File: src/sv/longest_window_within_band_macros.svh
// ----------------------------------------------------------------------------
// Assertion macros for the longest_window_within_band block
// Shorthand for concurrent checks clocked on clk and disabled during reset.
// ----------------------------------------------------------------------------
`ifndef LONGEST_WINDOW_WITHIN_BAND_MACROS_SVH
`define LONGEST_WINDOW_WITHIN_BAND_MACROS_SVH

// The condition holds at every clock edge out of reset.
`define LWB_ASSERT_HOLDS(label, cond, msg) \
	label: assert property (@(posedge clk) disable iff (!arst_n) (cond)) else $error(msg);

// The consequent holds in the same cycle as the antecedent.
`define LWB_ASSERT_IMPLY(label, ante, cons, msg) \
	label: assert property (@(posedge clk) disable iff (!arst_n) (ante) |-> (cons)) \
		else $error(msg);

// The consequent holds in the cycle after the antecedent.
`define LWB_ASSERT_NEXT(label, ante, cons, msg) \
	label: assert property (@(posedge clk) disable iff (!arst_n) (ante) |=> (cons)) \
		else $error(msg);

`endif

File: src/sv/lwb_pkg.sv
// ----------------------------------------------------------------------------
// lwb_pkg
// Shared widths and the command and status bundles of the window search.
// ----------------------------------------------------------------------------
package lwb_pkg;

	localparam int IN_DATA_W      = 32;
	localparam int SAMPLE_FIELD_W = 32;
	localparam int BAND_W         = 32;
	localparam int LEN_W          = 11;
	localparam int OUT_DATA_W     = 24;

	typedef struct packed {
		logic clr;
		logic sel_head;
		logic pop;
		logic push;
		logic adv;
	} dq_cmd_t;

	typedef struct packed {
		logic take;
		logic pop_max;
		logic pop_min;
		logic sel_head;
		logic push;
		logic adv_max;
		logic adv_min;
		logic step_ws;
		logic set_ovf;
		logic load_out;
	} ctl_cmd_t;

	typedef struct packed {
		logic full;
		logic pop_max;
		logic pop_min;
		logic stale_max;
		logic stale_min;
		logic win_ok;
		logic out_free;
	} ctl_sts_t;

endpackage

File: src/sv/lwb_ctrl.sv
// ----------------------------------------------------------------------------
// lwb_ctrl
// Sequencer for one sample: tail pops on either deque or both, push, head
// refresh, window advance, overflow flag and hand-off to the output register.
// ----------------------------------------------------------------------------
module lwb_ctrl
	import lwb_pkg::*;
(
	input  logic     clk,
	input  logic     arst_n,
	input  logic     s_tvalid,
	output logic     s_tready,
	output ctl_cmd_t cmd,
	input  ctl_sts_t sts
);

	typedef enum logic [6:0] {
		ST_IDLE = 7'b0000001,
		ST_PCMP = 7'b0000010,
		ST_PRD  = 7'b0000100,
		ST_PUSH = 7'b0001000,
		ST_HRD  = 7'b0010000,
		ST_EVAL = 7'b0100000,
		ST_WAIT = 7'b1000000
	} state_t;

	state_t state_q;
	state_t state_d;

	assign s_tready = state_q == ST_IDLE;

	always_comb begin
		cmd     = '0;
		state_d = state_q;
		unique case (state_q)
			ST_IDLE: begin
				if (s_tvalid) begin
					cmd.take = 1'b1;
					state_d  = ST_PCMP;
				end
			end
			ST_PCMP: begin
				if (sts.full) begin
					cmd.set_ovf = 1'b1;
					state_d     = ST_WAIT;
				end else if (sts.pop_max || sts.pop_min) begin
					cmd.pop_max = sts.pop_max;
					cmd.pop_min = sts.pop_min;
					state_d     = ST_PRD;
				end else begin
					state_d = ST_PUSH;
				end
			end
			ST_PRD: begin
				state_d = ST_PCMP;
			end
			ST_PUSH: begin
				cmd.push = 1'b1;
				state_d  = ST_HRD;
			end
			ST_HRD: begin
				cmd.sel_head = 1'b1;
				state_d      = ST_EVAL;
			end
			ST_EVAL: begin
				cmd.sel_head = 1'b1;
				if (sts.stale_max || sts.stale_min) begin
					cmd.adv_max = sts.stale_max;
					cmd.adv_min = sts.stale_min;
					state_d     = ST_HRD;
				end else if (!sts.win_ok) begin
					cmd.step_ws = 1'b1;
				end else if (sts.out_free) begin
					cmd.load_out = 1'b1;
					state_d      = ST_IDLE;
				end else begin
					state_d = ST_WAIT;
				end
			end
			ST_WAIT: begin
				if (sts.out_free) begin
					cmd.load_out = 1'b1;
					state_d      = ST_IDLE;
				end
			end
			default: begin
				state_d = ST_IDLE;
			end
		endcase
	end

	always_ff @(posedge clk or negedge arst_n) begin
		if (!arst_n) begin
			state_q <= ST_IDLE;
		end else begin
			state_q <= state_d;
		end
	end

endmodule

File: config.mk
export PLATFORM = sky130hd
export DESIGN_NAME = lwb_ctrl
export DESIGN_NICKNAME = d
export VERILOG_FILES = /design/src/sv/longest_window_within_band_macros.svh /design/src/sv/lwb_pkg.sv /design/src/sv/lwb_ctrl.sv
export SDC_FILE = /design/constraint.sdc
export NUM_CORES = 1
export LEC_CHECK = 0
export BUFFER_PORTS_ARGS = -buffer_cell sky130_fd_sc_hd__buf_2
export CAP_MARGIN = 30
export CORE_AREA = 2 2 39 41
export DETAILED_ROUTE_END_ITERATION = 8
export DIE_AREA = 0 0 41 43
export PLACE_DENSITY = 0.65
export SLEW_MARGIN = 20
export SYNTH_ARGS = -nofsm -noshare
export SYNTH_HDL_FRONTEND = slang
export SYNTH_SLANG_ARGS = --single-unit
File: constraint.sdc
create_clock -name clk -period 2.6 [get_ports clk]
set_input_delay 0.39 -clock clk [delete_from_list [all_inputs] [get_ports clk]]
set_output_delay 0.39 -clock clk [all_outputs]
set_load 0.05 [all_outputs]
==> results of run 1 <==
layer usage:
layer / vias up / part of all wire (%)
met5: - / 0
met4: 0 / 1.2
met3: 2 / 5.3
met2: 14 / 44
met1: 254 / 50
li1: 282 / -
per-stage QoR:
step | power (W) | instance area (um^2) | worst slack (ns)
global route | 0.0005877 | 665.6 | 0.1528
detailed placement | 0.0004408 | 629.4 | 0.6345
CTS | 0.0005482 | 665.6 | 0.3464
floorplan | 0.0003989 | 543.0 | 0.07905
global placement | 0.0004393 | 629.4 | 0.6572
finish | 0.0005417 | 665.6 | 0.3562
kinds of logic after synthesis:
kind of cell	after synthesis	share of synthesized area [%]
compound gates	11	14.98
xor+xnor	2	3.226
buf+inv	7	8.294
flops	7	32.49
simple gates	38	41.01
path summary, 6_finish.rpt:
kind	endpoint	slack (ns)	depth (start not counted)
min	state_q[3]	0.32	2
min reg2reg	state_q[5]	0.56	1
max in group asynchronous	state_q[0]	1.87	2
max	cmd[4]	0.36	4
min in group asynchronous	state_q[1]	0.49	2
max reg2reg	state_q[0]	1.09	4
layout by cell type (no fill, tap or decap), drive strengths merged, types with 2 or more instances in the layout:
| cell type | count |
|---|---|
| inv | 3 |
| and3 | 6 |
| nand2b | 2 |
| dfrtp | 6 |
| nor4 | 2 |
| clkbuf | 4 |
| nand2 | 3 |
| and2 | 3 |
| nand3b | 2 |
| nor2 | 7 |
| buf | 20 |
| nand3 | 3 |
| or4 | 2 |
| nor3 | 5 |
area by class of cell:
cell class	count	share of cell area (%)
multi-input cells	51	48.31
flip-flops and latches	7	26.50
repair buffers	21	16.54
clock buffers	4	3.947
well taps	16	3.008
inverters	3	1.692
power by group:
part,switching [W],internal [W],total [W]
Sequential,0.0000324,0.000134,0.000167
Clock,0.0000439,0.0000588,0.000103
Combinational,0.000172,0.000100,0.000272
==> flow_summary.toml, run 1 <==
[global_route]
grt_pass1_wl_um = 1807
use_met1_pct = 22.33
grt_usage_pct = 15.53
grt_remaining_overflow = 0
antenna_found_initial = 0
grtUsageMet2_pct = 19.38
grt_max_degree = 10
use_met3_pct = 6.283
grt_pass1_vias = 421
grt.busiest_layer = "met1"

[timing]
fmax_ghz = 0.4457
finClkSkew_ns = 0.01001
period_share_pct = 86.30
period_needed_ns = 2.244
slew_headroom_pct = 76.88
finalSetupViolCount = 0
rsz0062_at_grt = "false"
hold_slack_ns = 0.3226
worst_pin_slew_ns = 0.3461
fin_setup_tns_ns = 0
hold_viol = 0
slew_violations = 0

[cts]
postCtsSetupBuffers = 0
cts_resized = 0
cts-buffers-inserted = 3
cts_tree = "built"
clockBufferDepth = 2
worstSkewPairLatency_ns = 0.26
h-tree-depth = 1
cts.sinks = 7
root_buffer = "clkbuf_4"
path_clk_slew_ns = 0.06
cts_hold_buf = 1

[placed_design]
port_buffers = 20
dp_cells = 97
gp_congestion = 0.7555
place_hpwl_um = 887.9

[drt]
drc = 0
drtAntennaViolNets = 0
drt-wirelength-per-cell_um = 11.17
drt-total-wl_um = 1139
viasPerCell = 5.412
initialDrtViolationCount = 4
vias = 552
first_pass_iters = 4

[worst_setup_path]
startpoint_type = "flip-flop"
critPathKind = "reg -> out"
timing.rr.start = "state_q[1]"
worstPathRequired_ns = 2.21
crit_family = "simple AND/OR/NAND/NOR gates"
crit_buf_inv = 1
critPathSlowestCell = "or4_4"
cpPeakStageDelay_ns = 0.58
crit_start = "state_q[1]"
path_max_fanout = 9
crit_path_end_kind = "primary output"
crit_chain = "or4_4, nor2_4, and3_1, buf_2"
cp.arrival_ns = 1.85

[yosys]
yosys_warnings = 0
synth_area_leader_cell = "dfrtp_1"
avgSynthCellArea_um2 = 8.354
ys_top_cells_by_count = "and3_1 (6), dfrtp_1 (6), nor2_1 (6)"
synth.top_cells.by_area = "dfrtp_1 (28%), and3_1 (6.9%), dfstp_2 (4.8%), nor3_1 (4.6%), buf_6 (4.1%)"
ys_seq_elements = 7
syn_inst = 65
synth_top_flop_cell = "dfrtp_1"
async_flop_share_pct = 100.0
syn_area_um2 = 543.0
netlist.area_leader.share_pct = 27.65
synth_nets = 75
synth_cell_types = 34
synth_edf_count = 0
ys_seq_area_share_pct = 32.49

[worst_hold_path]
hold_path.class = "in -> reg"
holdCritStartpoint = "sts[6]"

[layout]
stdcell_count = 102
largest_registers = "state_q x7"
largest_reg_flops = 7
fin_util_pct = 48.10
nNetsFinal = 97
drive_gt1_share_pct = 30.23
multi_input_area_um2 = 321.6
diodes = 0
regMostFlops = "state_q"
fill_cells = 154
ff_latch_area_um2 = 176.4
areaGrowthSynthToFinish_pct = 22.58

[floorplanning]
io_pins = 21
dieWidth_um = 41
rows = 14
core_um2 = 1384
die_h_um = 43
die_area_um2 = 1763
initial_core_util_pct = 39.24

[flow_run]
maxCapViolations = 0

[power_and_ir_drop]
leakagePower_nw = 0.3419
power_density_nw_per_um2 = 813.8
ir_worst_vdd_uv = 471.6

[status]
outcome = "finished clean"
No activity file was read; power rests on OpenSTA's default activity.
==> run 2, diff against run 1 <==
- ABC_AREA: unset -> 1
- CAP_MARGIN: 30 -> 15
- PLACE_DENSITY: 0.65 -> 0.66
- REMOVE_ABC_BUFFERS: unset -> 1
==> flow_summary.toml, run 2 <==
[timing]
rsz0062_at_grt = "false"
finClkSkew_ns = 0.004445
worst_pin_slew_ns = 0.2871
slew_violations = 0
hold_slack_ns = 0.3180
finalSetupViolCount = 0
worst_slack_ns = 0.5994
period_share_pct = 76.94
fmax_ghz = 0.4999
period_needed_ns = 2.001
hold_viol = 0
fin_setup_tns_ns = 0
slew_headroom_pct = 80.79

[cts]
path_clk_slew_ns = 0.05
root_buffer = "clkbuf_4"
cts-buffers-inserted = 3
cts_tree = "built"
cts.sinks = 7
cts_resized = 0
h-tree-depth = 1
worstSkewPairLatency_ns = 0.25
clockBufferDepth = 2

[layout]
stdcell_count = 120
drive_gt1_share_pct = 39.42
final_cell_mix = "buf_2 (20), inv_1 (18), nand2_1 (14)"
final_common_cell = "buf_2"
nNetsFinal = 115
largest_registers = "state_q x7"
regMostFlops = "state_q"
largest_reg_flops = 7
fill_cells = 147
diodes = 0
areaGrowthSynthToFinish_pct = 27.72

[placed_design]
dp_cells = 115
place_hpwl_um = 991.3
place_ws_ns = 0.8673
gp_congestion = 0.7767
port_buffers = 20

[yosys]
syn_inst = 79
synth_cell_types = 19
synth.top_cells.by_area = "dfrtp_1 (27%), inv_1 (12%), nor2_4 (10%), nand2_1 (9.3%), nor2_1 (8.0%)"
synth.most_common_cell = "inv_1"
netlist.area_leader.share_pct = 26.61
ys_seq_area_share_pct = 31.26
ys_seq_elements = 7
yosys_warnings = 0
synth_area_leader_cell = "dfrtp_1"
avgSynthCellArea_um2 = 7.143
synth_edf_count = 0
ys_top_cells_by_count = "inv_1 (18), nand2_1 (14), nor2_1 (12)"
syn_area_um2 = 564.3
synth_top_flop_cell = "dfrtp_1"
async_flop_share_pct = 100.0

[global_route]
antenna_found_initial = 0
grt_pass1_wl_um = 1849
grt_pass1_vias = 481
grt_remaining_overflow = 0
grt_max_degree = 8
grt_usage_pct = 15.49

[worst_setup_path]
crit_path_end_kind = "primary output"
regToRegSetupSlack_ns = 1.30
path_max_fanout = 5
critPathKind = "reg -> out"
worstPathRequired_ns = 2.21
cp.arrival_ns = 1.61
startpoint_type = "flip-flop"

[floorplanning]
die_area_um2 = 1763
initial_core_util_pct = 40.78
dieWidth_um = 41
core_um2 = 1384
rows = 14
die_h_um = 43
io_pins = 21

[drt]
drt-total-wl_um = 1135
drt-wirelength-per-cell_um = 9.458
viasPerCell = 4.492
drtAntennaViolNets = 0
drc = 0
vias = 539
initialDrtViolationCount = 11
first_pass_iters = 4

[power_and_ir_drop]
switching_power_w = 0.0003161
leakagePower_nw = 0.4494
switching_share_pct = 51.34
ir_worst_vdd_uv = 395.2
clkPwrFrac_pct = 15.7
pwr-share-seq_pct = 26.9
power_density_nw_per_um2 = 854.3
comb_power_share_pct = 57.4
internal-power_w = 0.0002996

[flow_run]
maxCapViolations = 0

[worst_hold_path]
hold_path.class = "in -> reg"

[status]
outcome = "finished clean"
==> run 2: changes by cell type in the layout (fill, tap and decap cells not counted), moves of 3 or more <==
cell	before	now
nor2_4	1	5
nand2_1	3	14
and3_1	6	0
nor3_1	5	1
nor2_1	6	12
and2_1	3	0
inv_1	3	18
nor2_2	0	4
==> run 2: per-stage QoR <==
step / utilization [%] / power [W] / area (um^2)
finish: 52.08 / 0.0006157 / 720.7
global placement: 49.46 / 0.0005151 / 684.4
detailed placement: 49.46 / 0.0005214 / 684.4
floorplan: - / 0.0004521 / 564.3
CTS: 52.08 / 0.0006219 / 720.7
global route: 52.08 / 0.0006607 / 720.7
==> run 2: worst paths after layout <==
path	from	endpoint	cells past startpoint
max reg2reg	state_q[0]	state_q[1]	6
max	state_q[2]	cmd[0]	6
max in group asynchronous	arst_n	state_q[0]	2
min	sts[5]	state_q[3]	2
min reg2reg	state_q[4]	state_q[5]	2
min in group asynchronous	arst_n	state_q[1]	2
==> run 2: logic make-up after synthesis <==
group / after synthesis / synth area share, %
and+or+nand+nor: 49 / 52.33
buffers and inverters: 19 / 12.64
DFF: 7 / 31.26
AOI/OAI and AO/OA: 4 / 3.769
==> run 2: metal layers <==
metal  up-vias  wire length (um)  global-route usage (%)
li1        288                 -                       -
met1       236               501                   20.13
met5         -                 0                       0
met2        13               586                   22.19
met3         2                36                   2.094
met4         0                10                   11.33
==> run 2: worst max-delay path: stages (launching register included) <==
cell and delay [ns]:
dfrtp_1 0.41, nor2_4 0.17, nand2_4 0.10, nor2_8 0.12, nand3_1 0.11, o21ai_0 0.17, buf_2 0.28
==> run 2: final cells by class <==
class / instances / area, um^2 / area share (%)
clock buffer: 4 / 26.28 / 3.646
tap: 16 / 20.02 / 2.778
sequential: 7 / 176.4 / 24.48
timing repair buffer: 21 / 110.1 / 15.28
multi-input combinational: 53 / 316.6 / 43.92
inverter: 19 / 71.32 / 9.896
==> run 2: power groups by stage <==
stage          combinational (W)   clock, W  sequential (W)
2_1_floorplan           0.000289          0        0.000164
3_3_place_gp            0.000349          0        0.000166
3_5_place_dp            0.000354          0        0.000168
4_1_cts                 0.000356   0.000100        0.000166
5_1_grt                 0.000386   0.000105        0.000170
6_report                0.000353  0.0000967        0.000166
==> run 2: timing repair <==
action,in CTS,in global routing
hold buffers,1,0
buffers inserted,0,0
endpoints found under the hold margin,6,0
==> run 3, diff against run 2 <==
- ABC_AREA: 1 -> 0
- PLACE_DENSITY: 0.66 -> 0.65
- clock period: 2.6 -> 1.9 ns (I/O delays scaled with it)
==> flow_summary.toml, run 3 (synthesized netlist as in run 1, its figures left out) <==
[global_route]
grt_pass1_wl_um = 2235
antenna_found_initial = 0
grt_remaining_overflow = 0
grt_pass1_vias = 517
grt_max_degree = 9
grt_usage_pct = 18.60

[status]
violations = "negative setup slack"
outcome = "finished, violations left"

[worst_setup_path]
critPathKind = "reg -> out"
critPathSlowestCell = "or4_4"
cpPeakStageDelay_ns = 0.57
crit_chain = "or4_4, buf_4, nor3_4, buf_6"
path_max_fanout = 5
cp.arrival_ns = 1.71
crit_path_end_kind = "primary output"
worstPathRequired_ns = 1.62
startpoint_type = "flip-flop"

[layout]
largest_registers = "state_q x7"
diodes = 0
drive_gt1_share_pct = 42.11
regMostFlops = "state_q"
final_cell_mix = "buf_4 (11), buf_2 (10), buf_6 (7)"
nNetsFinal = 106
largest_reg_flops = 7
fill_cells = 131
areaGrowthSynthToFinish_pct = 49.31
final_common_cell = "buf_4"
fin_util_pct = 58.59

[timing]
hold_viol = 0
period_needed_ns = 2.000
rsz0062_at_grt = "true"
finClkSkew_ns = 0.003792
slew_headroom_pct = 78.16
fin_setup_tns_ns = -0.4198
slew_violations = 0
fmax_ghz = 0.5001
period_share_pct = 105.3
finalSetupViolCount = 5
worst_slack_ns = -0.09979
worst_pin_slew_ns = 0.3251
hold_slack_ns = 0.2032

[floorplanning]
core_um2 = 1384
die_h_um = 43
dieWidth_um = 41
initial_core_util_pct = 39.24
rows = 14
io_pins = 21
die_area_um2 = 1763

[placed_design]
gp_congestion = 0.7683
place_hpwl_um = 1014
port_buffers = 20

[power_and_ir_drop]
leakagePower_nw = 0.3986
ir_worst_vdd_uv = 662.0
power_density_nw_per_um2 = 1055

[drt]
drc = 0
first_pass_iters = 4
drt-total-wl_um = 1327
viasPerCell = 5.234
drt-wirelength-per-cell_um = 11.95
initialDrtViolationCount = 8
vias = 581
drtAntennaViolNets = 0

[cts]
cts_tree = "built"
worstSkewPairLatency_ns = 0.26
cts-buffers-inserted = 3
cts.sinks = 7
h-tree-depth = 1
root_buffer = "clkbuf_4"
clockBufferDepth = 2
path_clk_slew_ns = 0.06

[worst_hold_path]
hold_path.class = "in -> reg"

[flow_run]
maxCapViolations = 0
[run 3: repair_timing]
action | 4_1_cts | 5_1_grt
buffers inserted | 1 | 1
hold endpoints to repair | 6 | 0
hold buffers | 1 | 0
pin swaps | 1 | 0
endpoints found under the setup margin | 9 | 10
gates resized for setup | 17 | 5
[run 3: stage by stage]
step                      total power [W]  std cells  cell area (um^2)  worst slack, ns
final                           0.0008552        111             810.8         -0.09979
after global placement          0.0006297        104             681.9           0.1321
after floorplan                 0.0005208         61             509.2          -0.4780
after detailed placement        0.0006322        104             681.9           0.1147
after CTS                       0.0008219        110             780.7         -0.09890
after global routing            0.0009224        111             810.8          -0.1664
[run 3: power breakdown]
group          internal, W  switching, W  total [W]
Sequential        0.000184     0.0000254   0.000209
Combinational     0.000209      0.000292   0.000501
Clock            0.0000776     0.0000670   0.000145
Total             0.000471      0.000384   0.000855
[run 3: path summary, 6_finish.rpt]
path                       slack (ns)        from  depth (start not counted)          to
max                              -0.1  state_q[0]                          4      cmd[6]
min                              0.20      sts[4]                          2  state_q[3]
min in group asynchronous        0.38      arst_n                          2  state_q[1]
max reg2reg                      0.34  state_q[1]                          5  state_q[0]
max in group asynchronous        1.28      arst_n                          2  state_q[0]
min reg2reg                      0.58  state_q[3]                          2  state_q[1]
[run 3: area by class of cell]
class,count,area [um^2],share of cell area (%)
clock inverter,1,5.005,0.6173
timing repair buffer,30,229.0,28.24
multi-input combinational,51,346.6,42.75
clock buffer,3,22.52,2.778
tap,16,20.02,2.469
sequential,7,176.4,21.76
inverter,3,11.26,1.389
[run 3: worst max-delay path: cells and delay by family (launching register included)]
| kind | cells | cell delay (ns) |
|---|---|---|
| AND/OR/NAND/NOR | 2 | 0.73 |
| flip-flops | 1 | 0.39 |
| buffers and inverters | 2 | 0.35 |
[run 3: layer usage]
layer  routed length [um]  vias up  share of wire, %  track usage (%)
met4                   14        0               1.1            4.000
met2                  641       13                48            26.25
met1                  622      266                47            26.09
met5                    0        -                 0                0
met3                   48        2               3.6            7.853
li1                     -      300                 -                -
